--- src/bfa_pkg.sv ---
// Shared types and constants for the bitmap frame allocator.
package bfa_pkg;

    localparam int WORD_BITS = 32;
    localparam int FIDX_W    = 21;

    localparam logic [31:0] BASE_ADDR = 32'h4000_0000;
    localparam logic [19:0] BASE_PAGE = 20'h40000;
    localparam logic [31:0] PAGE_MASK = 32'h0000_0FFF;

    typedef logic [WORD_BITS-1:0] word_t;
    typedef logic [FIDX_W-1:0]    frame_idx_t;

    typedef enum logic [1:0] {
        CMD_INIT    = 2'd0,
        CMD_ALLOC   = 2'd1,
        CMD_FREE    = 2'd2,
        CMD_RESERVE = 2'd3
    } cmd_t;

    typedef struct packed {
        logic       hit;
        frame_idx_t frame;
    } scan_hit_t;

endpackage

--- src/bfa_scan.sv ---
// First-fit run finder: one bitmap word per cycle, free-run length carried across words.
module bfa_scan #(
    parameter int CW = 14
) (
    input  logic               clk,
    input  logic               rst_n,
    input  logic               clear,
    input  logic               word_vld,
    input  logic [15:0]        word_idx,
    input  bfa_pkg::word_t     used,
    input  logic [CW-1:0]      need,
    output bfa_pkg::scan_hit_t hit
);
    import bfa_pkg::*;

    logic [CW-1:0] carry_reg;
    logic [CW-1:0] carry_next;
    logic [5:0]    lu [6][WORD_BITS];
    logic [CW-1:0] run_end [WORD_BITS];
    word_t         ok;
    logic [4:0]    pos;
    logic          any;

    // lu holds (position + 1) of the last used bit at or below each bit, 0 if none
    always_comb
    begin
        for (int j = 0; j < WORD_BITS; j++)
        begin
            lu[0][j] = used[j] ? 6'(j + 1) : 6'd0;
        end
        for (int r = 0; r < 5; r++)
        begin
            for (int j = 0; j < WORD_BITS; j++)
            begin
                lu[r+1][j] = lu[r][j];
                if (j >= (1 << r))
                begin
                    if (lu[r][j] == 6'd0)
                    begin
                        lu[r+1][j] = lu[r][j - (1 << r)];
                    end
                end
            end
        end
        for (int j = 0; j < WORD_BITS; j++)
        begin
            if (lu[5][j] == 6'd0)
            begin
                run_end[j] = carry_reg + CW'(j + 1);
            end
            else
            begin
                run_end[j] = CW'(j + 1) - CW'(lu[5][j]);
            end
            ok[j] = (run_end[j] >= need);
        end
        any = 1'b0;
        pos = '0;
        for (int j = WORD_BITS - 1; j >= 0; j--)
        begin
            if (ok[j])
            begin
                any = 1'b1;
                pos = 5'(j);
            end
        end
        carry_next = carry_reg;
        if (clear)
        begin
            carry_next = '0;
        end
        else if (word_vld)
        begin
            carry_next = run_end[WORD_BITS-1];
        end
    end

    always_ff @(posedge clk or negedge rst_n)
    begin
        if (!rst_n)
        begin
            carry_reg <= '0;
        end
        else
        begin
            carry_reg <= carry_next;
        end
    end

    assign hit.hit   = word_vld && any;
    assign hit.frame = frame_idx_t'({word_idx, 5'b0}) + frame_idx_t'(pos)
                     + frame_idx_t'(1) - frame_idx_t'(need);

endmodule
--- config.mk ---
export PLATFORM = sky130hd
export DESIGN_NAME = bfa_scan
export DESIGN_NICKNAME = d
export VERILOG_FILES = /design/src/bfa_pkg.sv /design/src/bfa_scan.sv
export SDC_FILE = /design/constraint.sdc
export NUM_CORES = 1
export LEC_CHECK = 0
export BUFFER_PORTS_ARGS = -buffer_cell sky130_fd_sc_hd__buf_4
export CORE_ASPECT_RATIO = 1.4
export CORE_MARGIN = 5
export CORE_UTILIZATION = 25
export CTS_CLUSTER_SIZE = 8
export DETAILED_ROUTE_END_ITERATION = 8
export SLEW_MARGIN = 30
export SYNTH_ARGS = -nofsm -noshare
export SYNTH_HDL_FRONTEND = slang
export SYNTH_SLANG_ARGS = --single-unit
export TNS_END_PERCENT = 10
--- constraint.sdc ---
create_clock -name clk -period 7.4 [get_ports clk]
set_input_delay 0.37 -clock clk [delete_from_list [all_inputs] [get_ports clk]]
set_output_delay 0.37 -clock clk [all_outputs]
set_load 0.01 [all_outputs]
==> impl_summary.md, run 1 <==
Finish
The area of all sequential standard cells is 360 µm². In the layout the commonest cells are buf_4 (782), ha_1 (536), nor2_1 (402). For this run, the post-layout net count is 4499. In the final layout, the share of cells above drive strength 1 is 26.4%.

The register with the most flip-flops in the layout has 14 of them. In the final layout, the multi-input gates occupy 21800 µm². The post-layout instance area is 30600 µm². Fill cells in the final layout number 9697. The area added between synthesis and finish is 35.3%. The library cell used most frequently in the layout, excluding fill and tap cells, is buf_4.

GRT
The total overflow left after global routing is 0. Global routing consumed, on the met3 layer, 3.20% of the routing resources. In the global route stage, overall resource usage came out at 24.4%. The via count of the first global-routing pass is 28200. The number of antenna violations at the first check in global routing is 1. In the global route stage, met2 resource usage came out at 41.1%. Entering global routing, the biggest net connects 34 pins. The global routing stage identified its most utilized layer as met2. The global-route wire length before repair is 180000 µm. The global-route track usage on met1 is 25.4%.

Placed design
During placement, the flow inserted port buffers numbering 87. The routability congestion estimate is 1.05. The HPWL after detailed placement is 101000 µm. Before CTS, the worst setup slack after placement is -0.953 ns. Once placement finished, the instance area stood at 29800 µm².

Clock network
Clock latency on the worst-skew pair, taken at its later pin, is 0.26 ns. The CTS buffer count is 3. The clock transition at the register clock pins on the worst setup and hold paths after CTS is 0.05 ns. The root buffer cell chosen for the clock tree is clkbuf_16. In this run the deepest clock path goes through 2 buffers. CTS built an H-tree with a depth of 1. The clock net in this run drives a total of 14 sinks. TritonCTS built the clock tree.

Pwr
Power spread over the standard cell area amounts to 72.5 nW/µm². IR analysis of the VDD net gives a maximum drop of 0.0637 mV. Summed over all cells, the static leakage comes to 14.2 nW.

Setup path
The type of the setup path with the least slack is primary input to primary output. The library cell contributing the largest single delay on the critical path is or4_4. The endpoint kind of the worst setup timing path is a primary output.

Of all nets on the critical path, the largest fanout is 7. The arrival time at the worst endpoint is 7.61 ns. The kind of cell with the highest combined delay along the critical path is compound AO/OA/AOI/OAI gates. The buffers plus inverters on the worst setup path is 6. For this run, the slowest stage of the critical path takes 0.59 ns. The cell that appears most often on the critical path is buf_4. Data on the critical path is required at its endpoint by 7.03 ns. The worst setup path is launched from a primary input.

Yosys
The distinct cell type count after synthesis is 101. The number of nets produced by synthesis is 3838. Among all flip-flop cells after synthesis, the most frequent one is dfrtp_1. The number of warnings issued by yosys is 0.

Yosys mapped a number of flops with a built-in enable equal to 0. The cell area after synthesis is 22600 µm². The synthesized area per cell is 7.01 µm². The synthesized design contains 14 register bits. The synthesized instance count is 3231. The register area share after synthesis is 1.55%. The async set-or-reset flop fraction in the synthesized netlist is 100%.

Die
The effective utilization at floorplan is 25.2%. The floorplan die area is 96800 µm². The total area inside the core boundary comes to 89800 µm².

The die is 264 µm wide. During I/O placement, the number of pins put on the boundary was 88. After floorplanning, the core was divided into 130 placement rows.

The chip height is 366 µm.

Timing
Across all hold checks on the routed design, the worst slack comes to 0.422 ns. The share of the clock period used by the worst path after layout is 108%. The clock period minus worst slack is 7.98 ns. The number of endpoints with negative hold slack in the final report is 0. Setup violations remaining at the end of the flow were counted as 8.

The final worst slack is -0.582 ns. The final count of pins violating max slew is 0. At the pin with the least slew margin, the transition time is 0.951 ns. Setup repair after global routing could not meet its margin everywhere. Measured against its own limit, the worst slew margin works out to 36.5%. Timing would allow up to 0.125 GHz. On the final layout, the worst clock skew is 0.00511 ns.

Run status
The final reports fail on setup timing. The run finished, with violations left.

Detailed routing
Detailed routing inserted a total of 28500 vias. The first-pass iteration count of the detailed router is 6. The initial detailed-routing violation count is 2302. The final wirelength is 125000 µm. The number of antenna-violating nets in the routed design is 0. The detailed-route DRC error count is 0.

The mean routed wirelength per cell is 24.7 µm. Dividing the detail-routed via count by the number of cells gives 5.60.

Job
The number of max-cap violations is 0.

Worst hold path
In this run the worst hold path is classified as primary input to flop.
[worst reg2reg max path: stages (launching register included)]
cell and delay [ns]:
dfrtp_2 0.51, ha_1 0.28, and3_1 0.32, and3_1 0.48, o211ai_1 0.18, buf_4 0.16
a311oi_1 0.29
[area by class of cell]
| type | count | area share [%] |
|---|---|---|
| multi-input cells | 2933 | 71.2 |
| repair buffers | 813 | 20.9 |
| well taps | 1188 | 4.85 |
| inverters | 127 | 1.57 |
| flip-flops and latches | 14 | 1.18 |
| clock buffers | 4 | 0.290 |
| diodes | 1 | 0.00817 |
[logic make-up (layout without fill, tap and decap cells)]
group	after synthesis	in the layout	synth area share, %
DFF	14	14	1.55
buffers and inverters	284	944	5.02
and+or+nand+nor	1082	1082	23.1
muxes	45	45	2.08
xor gates and xnor gates	313	313	12.1
AOI/OAI and AO/OA	952	952	26.2
other	0	1	0
adders and majority gates	541	541	29.9
[metal layers]
| layer | part of all wire, % | routed length [µm] | up-vias |
|---|---|---|---|
| li1 | - | - | 13100 |
| met1 | 34 | 43200 | 13300 |
| met2 | 45 | 56900 | 1366 |
| met3 | 6.7 | 8340 | 664 |
| met4 | 13 | 16900 | 0 |
| met5 | 0 | 0 | - |
[power breakdown]
group          switching [W]   total, W  leakage, nW  internal, W
registers          0.0000128  0.0000939        0.176    0.0000811
clock network      0.0000383   0.000121       0.0442    0.0000824
logic                0.00114    0.00201         14.0     0.000864
[repair_timing]
item,CTS,global route
hold buffers,1,0
endpoints found under the setup margin,13,15
resized for setup,80,59
hold endpoints to repair,14,0
buffers inserted,5,9
pin swaps,27,42
[per-stage QoR]
step / TNS, ns / power (W) / utilization (%) / instances
after floorplan: -0.00257 / 0.00107 / - / 3231
after global placement: -6.92 / 0.00198 / 33.2 / 5061
final: -2.84 / 0.00222 / 34.1 / 5080
after CTS: -2.70 / 0.00217 / 33.8 / 5071
after global routing: -6.17 / 0.00238 / 34.1 / 5079
after detailed placement: -7.48 / 0.00200 / 33.2 / 5061
[worst paths after layout]
kind / start / end / slack [ns] / depth (start not counted)
max in group asynchronous: rst_n / carry_reg[5]$_DFFE_PN0P_ / 6.64 / 2
min in group asynchronous: rst_n / carry_reg[11]$_DFFE_PN0P_ / 0.54 / 2
worst min register to register: carry_reg[0]$_DFFE_PN0P_ / carry_reg[0]$_DFFE_PN0P_ / 0.74 / 3
worst min-delay path: clear / carry_reg[7]$_DFFE_PN0P_ / 0.42 / 2
worst max-delay path: used[14] / hit[15] / -0.58 / 37
worst max register to register: carry_reg[5]$_DFFE_PN0P_ / carry_reg[11]$_DFFE_PN0P_ / 5.07 / 6
[synthesized netlist by cell type (13+ instances only)]
library cell | instances | area share [%]
a211o_1 | 18 | 0.70
a211oi_1 | 33 | 1.1
a21o_1 | 66 | 2.2
a21oi_1 | 346 | 7.6
a31oi_1 | 30 | 0.83
and2_1 | 22 | 0.61
and3_1 | 23 | 0.64
and4_1 | 16 | 0.62
buf_1 | 23 | 0.38
buf_2 | 19 | 0.42
clkbuf_1 | 105 | 1.7
dfrtp_1 | 14 | 1.5
ha_1 | 540 | 30
inv_1 | 123 | 2.0
mux2_2 | 13 | 0.65
mux2i_1 | 29 | 1.3
nand2_1 | 243 | 4.0
nand2b_1 | 32 | 0.88
nand3_1 | 76 | 1.7
nand4_1 | 44 | 1.2
nor2_1 | 409 | 6.8
nor2b_1 | 57 | 1.6
nor3_1 | 42 | 0.93
nor4_1 | 16 | 0.44
o211ai_1 | 27 | 0.90
o21a_1 | 27 | 0.90
o21ai_0 | 213 | 4.7
o22ai_1 | 14 | 0.39
o31ai_1 | 19 | 0.63
or2_2 | 19 | 0.53
or3_1 | 36 | 0.99
xnor2_1 | 208 | 8.0
xor2_1 | 105 | 4.1
No activity file was read; power rests on OpenSTA's default activity.
==> run 2: changes to the inputs <==
==> constraint.sdc (replaced) <==
create_clock -name clk -period 9.1 [get_ports clk]
set_input_delay 0.455 -clock clk [delete_from_list [all_inputs] [get_ports clk]]
set_output_delay 0.455 -clock clk [all_outputs]
set_load 0.01 [all_outputs]
==> run 2 against run 1 <==
The run now ends clean. Count of clock-buffer cells in the layout unchanged. Clock power decreased by 29%. Sequential share of layout area increased by 0.20 points. Via count decreased by 5.6%. Setup slack improved by 1.0 ns. Sequential cell count unchanged. Power decreased by 29%. Register-to-register slack improved by 1.5 ns. Global-route usage decreased by 0.92 points. Clock skew decreased by 0.0031 ns. Combinational power decreased by 30%. Final cell count decreased by 9.4%. Largest cell class unchanged.
==> impl_summary.md, run 2 (same netlist as run 1, synthesis figures left out) <==
Timing
The clock tree skew after final layout was 0.00199 ns (was 0.00511 ns). The worst path uses 95.3% of the clock period. The slew at the pin closest to its max-slew limit is 1.16 ns (was 0.951 ns).

The timing-limited maximum frequency is 0.115 GHz. The sum of negative setup slack is 0 ns (was -2.84 ns). The number of endpoints with negative hold slack in the final report is 0 (unchanged). The worst slew margin relative to its limit is 22.9% (was 36.5%).

The final count of pins violating max slew is 0 (unchanged). The total setup violations reported at the end of the flow is 0 (was 8). The clock period minus worst slack is 8.67 ns.

The smallest hold slack is 0.0576 ns (was 0.422 ns).

Pwr
The share of total power in the clock network is 5.5% (was 5.4%). The worst IR drop on VDD is 0.0503 mV (was 0.0637 mV). The sequential power share is 5.1% (was 4.2%).

The switching power of the nets is 0.000902 W (was 0.00119 W). The static leakage power is 11.7 nW (was 14.2 nW). The power density over the cells is 59.8 nW/µm² (was 72.5 nW/µm²). The internal cell power came to 0.000673 W (was 0.00103 W). The switching share of total power was 57.3% (was 53.7%). The logic gate share of total power is 89.5% (was 90.3%).

Worst hold path
The kind of path behind the tightest hold check is primary input to async pin (was primary input to flop).

Finish
Highest-count cells in the layout ignoring fill and taps: ha_1 (539), nor2_1 (406), a21oi_1 (339) (was buf_4 (782), ha_1 (536), nor2_1 (402)). The post-layout instance area is 26300 µm² (was 30600 µm²). The final core area utilization was 29.3% (was 34.1%). The area added between synthesis and finish is 16.3% (was 35.3%).

The number of nets at the end of the flow is 4019 (was 4499). The flip-flop count of the largest register, all copies and words added was 14 (unchanged). The fraction of final layout cells sized beyond drive strength 1 is 13.9% (was 26.4%). The post-layout instance count excluding filler cells is 4602 (was 5080). The most common library cell in the layout ignoring fill and taps was ha_1 (was buf_4).

Setup path
The slack of the worst reg-to-reg path is 6.58 ns (was 5.07 ns). The library cell contributing the largest single delay on the critical path was fa_1 (was or4_4). The type of the setup path with the least slack is primary input to primary output (unchanged). The buffers plus inverters on the worst setup path came to 6 (unchanged). The maximum cell stage delay along the critical path is 0.45 ns (was 0.59 ns).

The nature of the critical path startpoint is a primary input (unchanged). The largest driver fanout on the critical path is 8 (was 7). The number of cells on the worst reg-to-reg path was 8 (was 6). The endpoint kind of the worst setup timing path is a primary output (unchanged). The cell seen most often among critical-path stages is buf_4 (unchanged). The worst flop-to-flop path endpoint is carry_reg[13]$_DFFE_PN0P_ (was carry_reg[11]$_DFFE_PN0P_). The cell class contributing the biggest share of worst-path delay is compound AO/OA/AOI/OAI gates (unchanged). The arrival time at the worst endpoint is 8.22 ns (was 7.61 ns). The source of the worst register-to-register timing path is carry_reg[5]$_DFFE_PN0P_ (unchanged). The required arrival time at the worst endpoint is 8.65 ns (was 7.03 ns).

Run status
Outcome: finished clean (was finished, violations left).

Detailed routing
The detailed-route DRC error count is 0 (unchanged). The vias per cell is 5.84 (was 5.60). The mean routed wirelength per cell is 26.4 µm (was 24.7 µm). The initial detailed-routing violation count was 2500 (was 2302). The total via count in the routed design is 26900 (was 28500). The final wirelength is 122000 µm (was 125000 µm). The first-pass iteration count of the detailed router is 6 (unchanged). The number of antenna-violating nets in the routed design is 0 (unchanged).

GRT
The global-route wire length before repair is 172000 µm (was 180000 µm). The via count of the first global-routing pass is 25900 (was 28200). The total routing resource utilization after global routing is 23.5% (was 24.4%). The pin count of the biggest net entering global routing was 45 (was 34). The number of antenna violations at the first check in global routing came to 5 (was 1). The global routing's busiest layer is met2 (unchanged).

The remaining global-route overflow is 0 (unchanged). The global-route track usage on met1 came to 25.3% (was 25.4%). The met2 demand-to-capacity share in global routing is 39.4% (was 41.1%). The met3 routing resource usage after global routing is 4.05% (was 3.20%).

Clock network
The depth of the CTS H-tree is 1 (unchanged). The clock transition at the register clock pins on the worst setup and hold paths after CTS came to 0.05 ns (about the same). The number of sinks handled by clock tree synthesis is 14 (unchanged).

The clock tree from TritonCTS is yes (unchanged). The total of hold buffers inserted after clock tree synthesis came to 0 (was 1). The clock root buffer is clkbuf_16 (unchanged).

The clock insertion delay at the later pin of the skew report is 0.25 ns (was 0.26 ns). The CTS buffer count was 3 (unchanged). The maximum clock path buffer count is 2 (unchanged).

Placed design
The routability congestion estimate is 1.08 (was 1.05). The total instance count after detailed placement came to 4592 (was 5061). The instance area after placement was 26000 µm² (was 29800 µm²). The number of buffers inserted by port buffering is 87 (unchanged).

The HPWL after detailed placement is 93300 µm (was 101000 µm).

Die
The core outline area was 89800 µm² (unchanged). The die boundary width was 264 µm (unchanged). The floorplan die area came to 96800 µm² (unchanged). The effective utilization at floorplan was 25.2% (unchanged). The chip height came to 366 µm (unchanged). The number of rows created at floorplan is 130 (unchanged). The count of pins on the block boundary came to 88 (unchanged).

Job
The number of max-cap violations is 0 (unchanged).
run 2: worst max-delay path by stage:
stage | slack [ns] | cells past startpoint | startpoint | endpoint
global placement | 0.12 | 36 | used[14] | hit[15]
detailed placement | 0.13 | 37 | used[4] | hit[15]
floorplan | 1.04 | 36 | used[7] | hit[15]
finish | 0.43 | 38 | used[1] | hit[15]
global route | -0.06 | 35 | used[16] | hit[15]
CTS | 0.11 | 37 | used[4] | hit[15]
run 2: power by group through the flow:
| stage | combinational [W] | clock (W) | sequential (W) |
|---|---|---|---|
| after floorplan | 0.000790 | 0 | 0.0000694 |
| after global placement | 0.00134 | 0 | 0.0000803 |
| after detailed placement | 0.00135 | 0 | 0.0000805 |
| after CTS | 0.00136 | 0.0000864 | 0.0000796 |
| after global routing | 0.00152 | 0.0000899 | 0.0000800 |
| final | 0.00141 | 0.0000861 | 0.0000800 |
run 2: worst register-to-register path, stage by stage (launching register included):
cell     delay, ns
dfrtp_2       0.63
ha_1          0.24
buf_4         0.44
nand4_1       0.21
buf_4         0.31
xor2_1        0.19
o21ai_1       0.21
mux2i_1       0.11
nor2_1        0.12
run 2: layout make-up:
class / instances / area [µm²]
Sequential cell: 14 / 363
Fill cell: 9834 / 63500
Timing Repair Buffer: 333 / 2550
Clock buffer: 4 / 78.8
Antenna cell: 3 / 7.51
Tap cell: 1188 / 1490
Multi-Input combinational cell: 2933 / 21400
Inverter: 127 / 485
run 2: timing repair:
| item | 4_1_cts | 5_1_grt |
|---|---|---|
| setup buffers | 0 | 3 |
| resized for setup | 0 | 47 |
| setup endpoints to repair | 0 | 8 |
run 2: per-layer routing:
metal  wire, µm  vias to the layer above
met4      14700                        2
li1           -                    12100
met2      54000                     1644
met3      10500                      736
met5          7                        -
met1      42400                    12400
run 2: per-stage QoR:
step | setup WS [ns] | total power, W
3_5_place_dp | 0.132 | 0.00144
4_1_cts | 0.107 | 0.00153
3_3_place_gp | 0.120 | 0.00142
2_1_floorplan | 1.04 | 0.000860
5_1_grt | -0.0603 | 0.00169
6_report | 0.429 | 0.00158
